[config.mk]
export PLATFORM = sky130hd
export DESIGN_NAME = asft_div
export DESIGN_NICKNAME = d
export VERILOG_FILES = /design/src/rtl/core/asft_pkg.sv /design/src/rtl/core/asft_div.sv
export SDC_FILE = /design/constraint.sdc
export NUM_CORES = 2
export LEC_CHECK = 0
export BUFFER_PORTS_ARGS = -buffer_cell sky130_fd_sc_hd__clkbuf_2
export CORE_MARGIN = 4
export CORE_UTILIZATION = 57
export DETAILED_ROUTE_END_ITERATION = 10
export PLACE_DENSITY = 0.75
export SETUP_SLACK_MARGIN = 0.02
export SLEW_MARGIN = 20
export SYNTH_ARGS = -nofsm -noshare
export SYNTH_HDL_FRONTEND = slang
export SYNTH_SLANG_ARGS = --single-unit
[constraint.sdc]
create_clock -name aclk -period 7.3 [get_ports aclk]
set_clock_uncertainty 0.05 [all_clocks]
set_input_delay 0.73 -clock aclk [delete_from_list [all_inputs] [get_ports aclk]]
set_output_delay 0.73 -clock aclk [all_outputs]
set_load 0.005 [all_outputs]
[src/rtl/core/asft_pkg.sv]
// Shared constants, types and the saturation helper of the anchor spring force block.
package asft_pkg;

    localparam int FRAC_BITS_DEF = 16;

    // Stream and configuration port widths.
    localparam int S_DATA_W   = 272;
    localparam int M_DATA_W   = 288;
    localparam int CFG_IDX_W  = 3;
    localparam int CFG_DATA_W = 32;

    // Register indexes.
    localparam logic [CFG_IDX_W-1:0] REG_SPRING = 3'd0;
    localparam logic [CFG_IDX_W-1:0] REG_REST   = 3'd1;
    localparam logic [CFG_IDX_W-1:0] REG_CEN_X  = 3'd2;
    localparam logic [CFG_IDX_W-1:0] REG_CEN_Y  = 3'd3;
    localparam logic [CFG_IDX_W-1:0] REG_CEN_Z  = 3'd4;

    // Reset values in whole units, scaled by the fraction width at the top level.
    localparam int SPRING_RST_INT = 100;
    localparam int REST_RST_INT   = 1;

    // Iterative units: two result bits are settled in each pipeline stage.
    localparam int STEPS_PER_STAGE = 2;
    localparam int SQ_STEPS   = 32;
    localparam int SQ_STAGES  = (SQ_STEPS + STEPS_PER_STAGE - 1) / STEPS_PER_STAGE;
    localparam int DIV_STEPS  = 31;
    localparam int DIV_STAGES = (DIV_STEPS + STEPS_PER_STAGE - 1) / STEPS_PER_STAGE;

    // Per-word data that rides alongside the arithmetic units.
    typedef struct packed {
        logic [2:0][32:0] dr;
        logic [2:0][33:0] arm_bond;
        logic [2:0][32:0] arm_body;
        logic             shr;
        logic             zero;
    } asft_side_t;

    // Clamp a wide signed value to the signed 32 bit range.
    function automatic logic [31:0] sat32(input logic signed [66:0] v);
        logic [31:0] r;
        if (v[66:31] == '0 || v[66:31] == '1) begin
            r = v[31:0];
        end else if (v[66]) begin
            r = 32'h8000_0000;
        end else begin
            r = 32'h7FFF_FFFF;
        end
        return r;
    endfunction

endpackage

[src/rtl/core/asft_div.sv]
// Pipelined restoring divider: 31 bit quotient of (mag << 30) / divisor.
module asft_div (
    input  logic        aclk,
    input  logic        en,
    input  logic [32:0] divisor,
    input  logic [31:0] rem_init,
    input  logic        lsb,
    output logic [30:0] quot
);
    import asft_pkg::*;

    logic [33:0] rem_reg [DIV_STAGES];
    logic [30:0] q_reg   [DIV_STAGES];
    logic [32:0] d_reg   [DIV_STAGES];

    for (genvar g = 0; g < DIV_STAGES; g++) begin : g_st
        logic [33:0] rem_in;
        logic [30:0] q_in;
        logic [32:0] d_in;
        logic [33:0] rem_next;
        logic [30:0] q_next;

        if (g == 0) begin : g_first
            assign rem_in = {2'b00, rem_init};
            assign q_in   = '0;
            assign d_in   = divisor;
        end else begin : g_rest
            assign rem_in = rem_reg[g-1];
            assign q_in   = q_reg[g-1];
            assign d_in   = d_reg[g-1];
        end

        // Only the first numerator bit below the initial remainder can be set.
        always_comb begin
            logic [33:0] r2;
            rem_next = rem_in;
            q_next   = q_in;
            r2       = '0;
            for (int k = 0; k < STEPS_PER_STAGE; k++) begin
                if (g * STEPS_PER_STAGE + k < DIV_STEPS) begin
                    r2 = {rem_next[32:0], (g * STEPS_PER_STAGE + k == 0) ? lsb : 1'b0};
                    if (r2 >= {1'b0, d_in}) begin
                        rem_next = r2 - {1'b0, d_in};
                        q_next   = {q_next[29:0], 1'b1};
                    end else begin
                        rem_next = r2;
                        q_next   = {q_next[29:0], 1'b0};
                    end
                end
            end
        end

        always_ff @(posedge aclk) begin
            if (en) begin
                rem_reg[g] <= rem_next;
                q_reg[g]   <= q_next;
                d_reg[g]   <= d_in;
            end
        end
    end

    assign quot = q_reg[DIV_STAGES-1];

endmodule

==> impl_metrics.py <==
metrics = {
    "critical_path": {
        "cp-end-kind": "flip-flop",
        "r2r_end": "rem_reg[1][37]",
        "r2r-start": "d_reg[1][4]",
        "rr_worst_depth": 24,
        "endpoint": "rem_reg[1][37]",
        "worst_setup_path_start_kind": "flip-flop",
        "reg2reg_slack_ns": 0.30,
        "cp.required_ns": 7.78,
        "crit_type": "reg -> reg",
        "cp_max_fo": 18,
        "cp.arrival_ns": 7.48,
        "startpoint": "d_reg[1][4]",
    },
    "placement": {
        "port-buffer-count": 98,
        "place.detailed.hpwl_um": 228000,
        "gp_congestion": 0.992,
    },
    "synth": {
        "syn_inst": 10200,
        "synth_most_common_cell": "edfxtp_1",
        "ys_top_cells_by_area": "edfxtp_1 (38%), ha_1 (13%), mux2_2 (5.9%)",
        "netlist.top_cell.by_area": "edfxtp_1",
        "avgSynthCellArea_um2": 9.74,
        "async_flop_share_pct": 0,
        "ys_ff_latch": 1261,
        "synthTopCellsByCount": "edfxtp_1 (1,261), ha_1 (1,008), a21oi_1 (964)",
        "synth_top_cell_area_share_pct": 38.1,
        "synth_area_mm2": 0.0994,
        "ys_warn_count": 0,
        "ys_seq_area_share_pct": 38.1,
        "synth_edf_count": 1261,
        "syn_nets": 11292,
        "yosys.cell_types.count": 102,
        "ys.flop_type": "edfxtp_1",
    },
    "clocking": {
        "cts_root_buf": "clkbuf_16",
        "htreeDepth": 4,
        "insertion_delay_ns": 0.80,
        "clock-sinks": 1261,
        "cts.clk_slew.worst_paths_ns": 0.06,
        "tritoncts": "yes",
        "clockBufferDepth": 3,
        "cts_buffers": 142,
    },
    "worst_hold_path": {
        "hold_class": "in -> reg",
        "hold_path_startpoint": "divisor[2]",
    },
    "floorplan": {
        "start_util_pct": 57.6,
        "core-area_mm2": 0.172,
        "dieArea_mm2": 0.181,
        "die_h_um": 426,
        "die_w_um": 426,
        "io_pins": 99,
        "fp-row-count": 152,
    },
    "global_routing": {
        "grt_start_max_net_pins": 160,
        "overflow": 0,
        "grt_pass1_vias": 78767,
        "antenna_found_initial": 7,
        "grt_usage_pct": 31.0,
        "grt_pass1_wl_um": 443000,
    },
    "sta": {
        "slew_headroom_pct": 33.7,
        "drv_slew": 0,
        "max_slew.worst_pin.slew_ns": 0.995,
        "grt_setup_unrepaired": "false",
        "setup_viol": 0,
        "period_share_pct": 95.8,
        "tns_ns": 0,
        "fmax_ghz": 0.143,
        "hold_violations": 0,
        "fin_crit_ns": 7.00,
    },
    "run": {
        "cap_violations": 0,
    },
    "routing": {
        "vias": 80639,
        "drt_iter0_markers": 6727,
        "wl_um": 287000,
        "vias_per_cell": 6.21,
        "ant_nets": 0,
        "drt_pass1_iterations": 6,
        "routedWlPerCell_um": 22.1,
        "drc": 0,
    },
    "final_layout": {
        "fillers": 14092,
        "drive_gt1_share_pct": 12.3,
        "seq_area_mm2": 0.0379,
        "syn2layout_area_growth_pct": 10.4,
        "multiInputGateArea_mm2": 0.0579,
        "nets": 11653,
    },
    "status": {
        "status": "finished, final reports clean",
    },
}
critical path, cell delays in order, from the launching register on:
cell and delay, ns:
edfxtp_1 0.38, inv_1 0.12, ha_1 0.31, a2111o_1 0.49, a31oi_1 0.25, o31a_1 0.25
or4b_1 0.20, nand3_1 0.16, a2111oi_2 0.53, o21a_1 0.24, o211ai_4 0.15, buf_4 0.22
mux2_2 0.31, ha_1 0.40, nand4_1 0.18, nor3_1 0.40, o21ai_1 0.23, a21boi_0 0.33
o41ai_1 0.12, buf_4 0.16, nand2_1 0.08, a31o_2 0.17, or2_2 0.13, o31a_2 0.47
mux2_2 0.41
layout make-up:
class,count,area share (%)
antenna,2,0.00456
clock buffer,166,3.36
clock inverter,93,0.942
inverter,758,2.60
multi-input combinational,7964,52.8
sequential,1261,34.5
tap,2310,2.64
timing repair buffer,433,3.10
timing repair inverter,1,0.00456
cell usage in the layout, fill, tap and decap left out, types with 39 or more instances in the layout:
| master | n |
|---|---|
| edfxtp_1 | 1261 |
| ha_1 | 1008 |
| a21oi_1 | 961 |
| inv_1 | 750 |
| nor2_1 | 730 |
| nand2_1 | 674 |
| o21ai_0 | 620 |
| xnor2_1 | 565 |
| mux2_2 | 525 |
| a21o_1 | 407 |
| buf_4 | 303 |
| xor2_1 | 256 |
| nand3_1 | 211 |
| nor3_1 | 165 |
| o21bai_1 | 145 |
| clkbuf_16 | 144 |
| nand4_1 | 143 |
| o21a_1 | 134 |
| nand2b_1 | 126 |
| nor2b_1 | 115 |
| clkbuf_2 | 97 |
| a211oi_1 | 96 |
| a31oi_1 | 94 |
| and3_1 | 78 |
| and2_1 | 72 |
| o31ai_1 | 63 |
| o211ai_1 | 55 |
| or2_2 | 52 |
| or3_1 | 42 |
| a211o_1 | 39 |
worst min-delay path by stage:
stage	endpoint	slack (ns)	depth (start not counted)
after detailed placement	q_reg[0][195]	0.35	0
after CTS	d_reg[0][2]	0.03	1
final	d_reg[0][2]	0.08	1
after global routing	d_reg[0][2]	0.06	1
after global placement	q_reg[0][227]	0.35	0
after floorplan	q_reg[0][100]	0.35	0
what timing repair did:
action | CTS | global route
endpoints found under the setup margin | 0 | 123
hold buffers | 0 | 0
resized for setup | 0 | 22
hold endpoints to repair | 0 | 0
setup buffers | 0 | 4
per-stage QoR:
stage	std cells	utilization, %	hold slack [ns]	instance area [um2]	setup slack (ns)
after floorplan	10200	-	0.350	99400	0.504
after CTS	12981	63.5	0.0300	110000	0.0610
after detailed placement	12722	60.8	0.355	105000	0.121
after global placement	12722	60.8	0.350	105000	0.199
final	12988	63.6	0.0828	110000	0.303
after global routing	12987	63.6	0.0568	110000	0.0325
cells by family after synthesis:
group / count (synthesis) / share of synthesized area (%)
buffers and inverters: 975 / 3.84
adder cells (fa/ha/maj): 1024 / 13.0
flip-flops: 1261 / 38.1
XOR/XNOR: 821 / 7.24
AND/OR/NAND/NOR: 2545 / 12.2
AO/OA/AOI/OAI: 3023 / 19.4
multiplexers: 551 / 6.21
routing by layer:
| metal | vias up | global-route usage [%] | wire (um) |
|---|---|---|---|
| met2 | 2618 | 51.9 | 135000 |
| met1 | 38648 | 39.5 | 120000 |
| met5 | - | 0 | 13 |
| met3 | 666 | 3.70 | 14700 |
| li1 | 38705 | - | - |
| met4 | 2 | 16.0 | 16900 |
Power is left out: the tool's default activity adds up to more than one toggle a clock period on the data nets, which glitch-free logic cannot reach.
