===== src/rtl/core/asft_pkg.sv =====
// Shared constants, types and the saturation helper of the anchor spring force block.
package asft_pkg;

    localparam int FRAC_BITS_DEF = 16;

    // Stream and configuration port widths.
    localparam int S_DATA_W   = 272;
    localparam int M_DATA_W   = 288;
    localparam int CFG_IDX_W  = 3;
    localparam int CFG_DATA_W = 32;

    // Register indexes.
    localparam logic [CFG_IDX_W-1:0] REG_SPRING = 3'd0;
    localparam logic [CFG_IDX_W-1:0] REG_REST   = 3'd1;
    localparam logic [CFG_IDX_W-1:0] REG_CEN_X  = 3'd2;
    localparam logic [CFG_IDX_W-1:0] REG_CEN_Y  = 3'd3;
    localparam logic [CFG_IDX_W-1:0] REG_CEN_Z  = 3'd4;

    // Reset values in whole units, scaled by the fraction width at the top level.
    localparam int SPRING_RST_INT = 100;
    localparam int REST_RST_INT   = 1;

    // Iterative units: two result bits are settled in each pipeline stage.
    localparam int STEPS_PER_STAGE = 2;
    localparam int SQ_STEPS   = 32;
    localparam int SQ_STAGES  = (SQ_STEPS + STEPS_PER_STAGE - 1) / STEPS_PER_STAGE;
    localparam int DIV_STEPS  = 31;
    localparam int DIV_STAGES = (DIV_STEPS + STEPS_PER_STAGE - 1) / STEPS_PER_STAGE;

    // Per-word data that rides alongside the arithmetic units.
    typedef struct packed {
        logic [2:0][32:0] dr;
        logic [2:0][33:0] arm_bond;
        logic [2:0][32:0] arm_body;
        logic             shr;
        logic             zero;
    } asft_side_t;

    // Clamp a wide signed value to the signed 32 bit range.
    function automatic logic [31:0] sat32(input logic signed [66:0] v);
        logic [31:0] r;
        if (v[66:31] == '0 || v[66:31] == '1) begin
            r = v[31:0];
        end else if (v[66]) begin
            r = 32'h8000_0000;
        end else begin
            r = 32'h7FFF_FFFF;
        end
        return r;
    endfunction

endpackage


===== src/rtl/core/asft_sqrt.sv =====
// Pipelined integer square root of a 64 bit value, two root bits per stage.
module asft_sqrt (
    input  logic        aclk,
    input  logic        en,
    input  logic [63:0] rad,
    output logic [31:0] root
);
    import asft_pkg::*;

    logic [34:0] rem_reg  [SQ_STAGES];
    logic [31:0] root_reg [SQ_STAGES];
    logic [63:0] rad_reg  [SQ_STAGES];

    for (genvar g = 0; g < SQ_STAGES; g++) begin : g_st
        logic [34:0] rem_in;
        logic [31:0] root_in;
        logic [63:0] rad_in;
        logic [34:0] rem_next;
        logic [31:0] root_next;
        logic [63:0] rad_next;

        if (g == 0) begin : g_first
            assign rem_in  = '0;
            assign root_in = '0;
            assign rad_in  = rad;
        end else begin : g_rest
            assign rem_in  = rem_reg[g-1];
            assign root_in = root_reg[g-1];
            assign rad_in  = rad_reg[g-1];
        end

        always_comb begin
            logic [34:0] r2;
            logic [34:0] trial;
            rem_next  = rem_in;
            root_next = root_in;
            rad_next  = rad_in;
            r2        = '0;
            trial     = '0;
            for (int k = 0; k < STEPS_PER_STAGE; k++) begin
                if (g * STEPS_PER_STAGE + k < SQ_STEPS) begin
                    r2    = {rem_next[32:0], rad_next[63:62]};
                    trial = {1'b0, root_next, 2'b01};
                    if (r2 >= trial) begin
                        rem_next  = r2 - trial;
                        root_next = {root_next[30:0], 1'b1};
                    end else begin
                        rem_next  = r2;
                        root_next = {root_next[30:0], 1'b0};
                    end
                    rad_next = {rad_next[61:0], 2'b00};
                end
            end
        end

        always_ff @(posedge aclk) begin
            if (en) begin
                rem_reg[g]  <= rem_next;
                root_reg[g] <= root_next;
                rad_reg[g]  <= rad_next;
            end
        end
    end

    assign root = root_reg[SQ_STAGES-1];

endmodule


===== config.mk =====
export PLATFORM = sky130hd
export DESIGN_NAME = asft_sqrt
export DESIGN_NICKNAME = d
export VERILOG_FILES = /design/src/rtl/core/asft_pkg.sv /design/src/rtl/core/asft_sqrt.sv
export SDC_FILE = /design/constraint.sdc
export NUM_CORES = 2
export LEC_CHECK = 0
export BUFFER_PORTS_ARGS = -buffer_cell sky130_fd_sc_hd__buf_2
export CAP_MARGIN = 0
export CELL_PAD_IN_SITES_DETAIL_PLACEMENT = 1
export CELL_PAD_IN_SITES_GLOBAL_PLACEMENT = 2
export CORE_MARGIN = 5
export CORE_UTILIZATION = 43
export DETAILED_ROUTE_END_ITERATION = 10
export PLACE_DENSITY_LB_ADDON = 0.1
export SYNTH_ARGS = -nofsm -noshare
export SYNTH_HDL_FRONTEND = slang
export SYNTH_SLANG_ARGS = --single-unit

===== constraint.sdc =====
create_clock -name aclk -period 9.43 [get_ports aclk]
set_clock_uncertainty 0.2 [all_clocks]
set_input_delay 1.886 -clock aclk [delete_from_list [all_inputs] [get_ports aclk]]
set_output_delay 1.886 -clock aclk [all_outputs]
set_load 0.02 [all_outputs]

==> flow_metrics.py <==
metrics = {
    "setup_path": {
        "slowest_delay_ns": 0.56,
        "r2r_cells": 23,
        "worstSetupPathType": "flip-flop to flip-flop",
        "critPathSlowestCell": "a211oi_1",
        "r2r_slack_ns": 1.34,
        "crit_family": "compound AO/OA/AOI/OAI gates",
        "critPathMaxFanout": 39,
        "endpoint_kind": "flip-flop",
        "cp_num_buf_inv": 4,
        "r2r-end": "rem_reg[1][147]",
        "startpoint_type": "flip-flop",
        "path_cells": "inv_1 -> ha_1 -> nand2_1 -> nor3_1 -> a221o_1 -> o31a_1 -> or2_2 -> inv_1 -> buf_4 -> nor2_1 -> nor2_1 -> ha_1 -> nand4_1 -> nor2_1 -> a221o_1 -> a311oi_1 -> a211oi_1 -> a211o_1 -> a221o_1 -> a211oi_1 -> nand4_1 -> buf_4 -> mux2_2",
        "crit_arrival_ns": 8.43,
        "required_ns": 9.76,
        "r2r_start": "root_reg[1][109]",
    },
    "die": {
        "initial_core_util": 0.4326,
        "io_pins": 98,
        "core.rowCount": 158,
        "core-area_um2": 185400,
        "dieArea_um2": 195300,
        "die_h_um": 441.9,
        "dieWidth_um": 441.9,
    },
    "timing": {
        "clock.fmax_ghz": 0.1235,
        "worstMarginPinSlew_ns": 1.427,
        "worst_slack_ns": 1.335,
        "slew_violations": 0,
        "holdWs_ns": 0.2111,
        "period_share": 0.8584,
        "rsz0062_at_grt": "no",
        "setup_viol": 0,
        "final-hold-violation-count": 0,
        "fin_crit_ns": 8.095,
        "fin_tns_setup_ns": 0,
        "slew_headroom": 0.03628,
    },
    "yosys": {
        "yosysUniqueCellTypes": 110,
        "synth_cells": 7926,
        "synth_ff_type": "edfxtp_1",
        "synthTopCellsByArea": "edfxtp_1, ha_1, xnor2_1",
        "synthTopCellsByCount": "edfxtp_1, nor2_1, nand2_1",
        "synth.avg_cell_area_um2": 10.12,
        "ys_ff_latch": 1225,
        "synth_top_cell_by_area": "edfxtp_1",
        "ys_seq_area_frac": 0.4586,
        "synthArstFlopShare": 0,
        "synth_area_um2": 80210,
        "synth_top_cell_area_share": 0.4586,
        "yosys_warnings": 0,
        "synth-edff-count": 1225,
        "synth_most_common_cell": "edfxtp_1",
    },
    "final_layout": {
        "largest_reg_flops": 480,
        "area_growth_pct": 10.19,
        "final_util": 0.4767,
        "stdcell_count": 10620,
        "layout-drive-gt1-share": 0.07462,
        "nets": 8637,
    },
    "route": {
        "wl_per_cell_um": 23.07,
        "drcViolationCount": 0,
        "drtAntennaViolNets": 0,
        "wirelength_um": 245000,
        "drtIter0Drc": 3427,
        "num_vias": 61280,
        "drt_first_pass_iters": 5,
        "viasPerCell": 5.771,
    },
    "place": {
        "place.gp.congestion": 0.8812,
        "dp_slack_ns": 1.331,
        "port-buffer-count": 97,
        "hpwlAfterDp_um": 191700,
        "placed_cells": 10350,
    },
    "power": {
        "p_int_uw": 15140,
        "comb_power_share": 0.452,
        "power_density_nw_per_um2": 286.7,
        "clockPowerShare": 0.225,
        "power.leakage_uw": 0.03463,
        "switching_share": 0.4027,
        "seq_power_share": 0.323,
        "ir_drop_uv": 237.9,
        "power_switching_uw": 10210,
    },
    "global_route": {
        "grt_max_degree": 188,
        "grt_pass1_vias": 63780,
        "grt_overflow_total": 0,
        "grt_usage": 0.2434,
        "antenna_found_initial": 3,
        "grt_pass1_wl_um": 378400,
    },
    "clocking": {
        "ctsLongestPathBuffers": 3,
        "clk_latency_ns": 0.81,
        "ctsRootBufferMaster": "clkbuf_16",
        "post-cts-setup-buffers": 0,
        "clkTransAtPathRegs_ns": 0.06,
        "htreeDepth": 4,
        "cts_buffers": 144,
        "cts-resized-gates": 0,
        "cts_tree": "yes",
        "cts_sinks": 1225,
        "cts_hold_buf": 0,
    },
    "job": {
        "maxCapViolCount": 0,
    },
    "worst_hold_path": {
        "min_path_type": "flip-flop to flip-flop",
        "min_to": "rad_reg[1][54]",
        "hp-start": "rad_reg[0][470]",
        "hold_depth": 0,
    },
    "status": {
        "status": "finished, final reports clean",
    },
}
==> layer usage <==
metal	GRT usage	wire, um	vias to the layer above
met1	0.3018	104800	30510
met3	0.02484	6364	304
met2	0.4496	127300	843
li1	-	-	29620
met4	0.06597	6532	0
met5	0	0	-
==> area by class of cell <==
cell class	count	area [um^2]
Fill cell	20630	97040
Inverter	483	1813
Clock inverter	102	1176
Antenna cell	3	7.507
Timing Repair Buffer	151	993.5
Multi-Input combinational cell	6009	40810
Sequential cell	1225	36790
Tap cell	2480	3103
Clock buffer	165	3704
==> how the worst max path moves through the flow <==
stage	start	to	cells past startpoint
global route	root_reg[1][109]	rem_reg[1][162]	23
global placement	root_reg[1][99]	rem_reg[1][162]	23
CTS	root_reg[1][109]	rem_reg[1][162]	23
detailed placement	root_reg[1][109]	rem_reg[1][162]	23
finish	root_reg[1][109]	rem_reg[1][147]	23
floorplan	rem_reg[1][178]	rem_reg[1][221]	26
==> logic make-up (layout without fill, tap and decap cells) <==
group / after synthesis / after routing / share of synthesized area
simple gates: 2578 / 2578 / 0.1616
compound gates: 1997 / 1997 / 0.1603
flops: 1225 / 1225 / 0.4586
xor+xnor: 736 / 736 / 0.08046
buf+inv: 694 / 901 / 0.03319
fa+ha+maj: 558 / 558 / 0.08701
mux: 137 / 137 / 0.01889
other cells: 1 / 6 / 0.00004675
==> cells in the final DEF, fill, tap and decap left out, drive strengths merged, types with 105 or more instances in the layout <==
master  synthesis  final
o21ai         416    416
xnor2         482    482
buf            53    151
mux2          112    112
nand2         629    629
nor3          220    220
a21o          283    283
xor2          254    254
edfxtp       1225   1225
nand4         113    113
ha            557    557
or3           105    105
nor4          109    109
clkbuf        158    165
nor2          659    659
inv           481    494
nand3         188    188
a21oi         597    597
==> per-stage QoR <==
| step | area (um^2) | total power (uW) |
|---|---|---|
| final | 88390 | 25340 |
| after global placement | 83500 | 19460 |
| after CTS | 88380 | 25510 |
| after detailed placement | 83500 | 19650 |
| after floorplan | 80220 | 16130 |
| after global routing | 88380 | 26980 |
==> power by group through the flow <==
stage | sequential, uW | combinational (uW) | clock, uW
2_1_floorplan | 7750 | 8380 | 0
3_3_place_gp | 8280 | 11200 | 0
3_5_place_dp | 8300 | 11300 | 0
4_1_cts | 8200 | 11400 | 5870
5_1_grt | 8270 | 12600 | 6120
6_report | 8190 | 11500 | 5700
No activity file was read; power rests on OpenSTA's default activity.
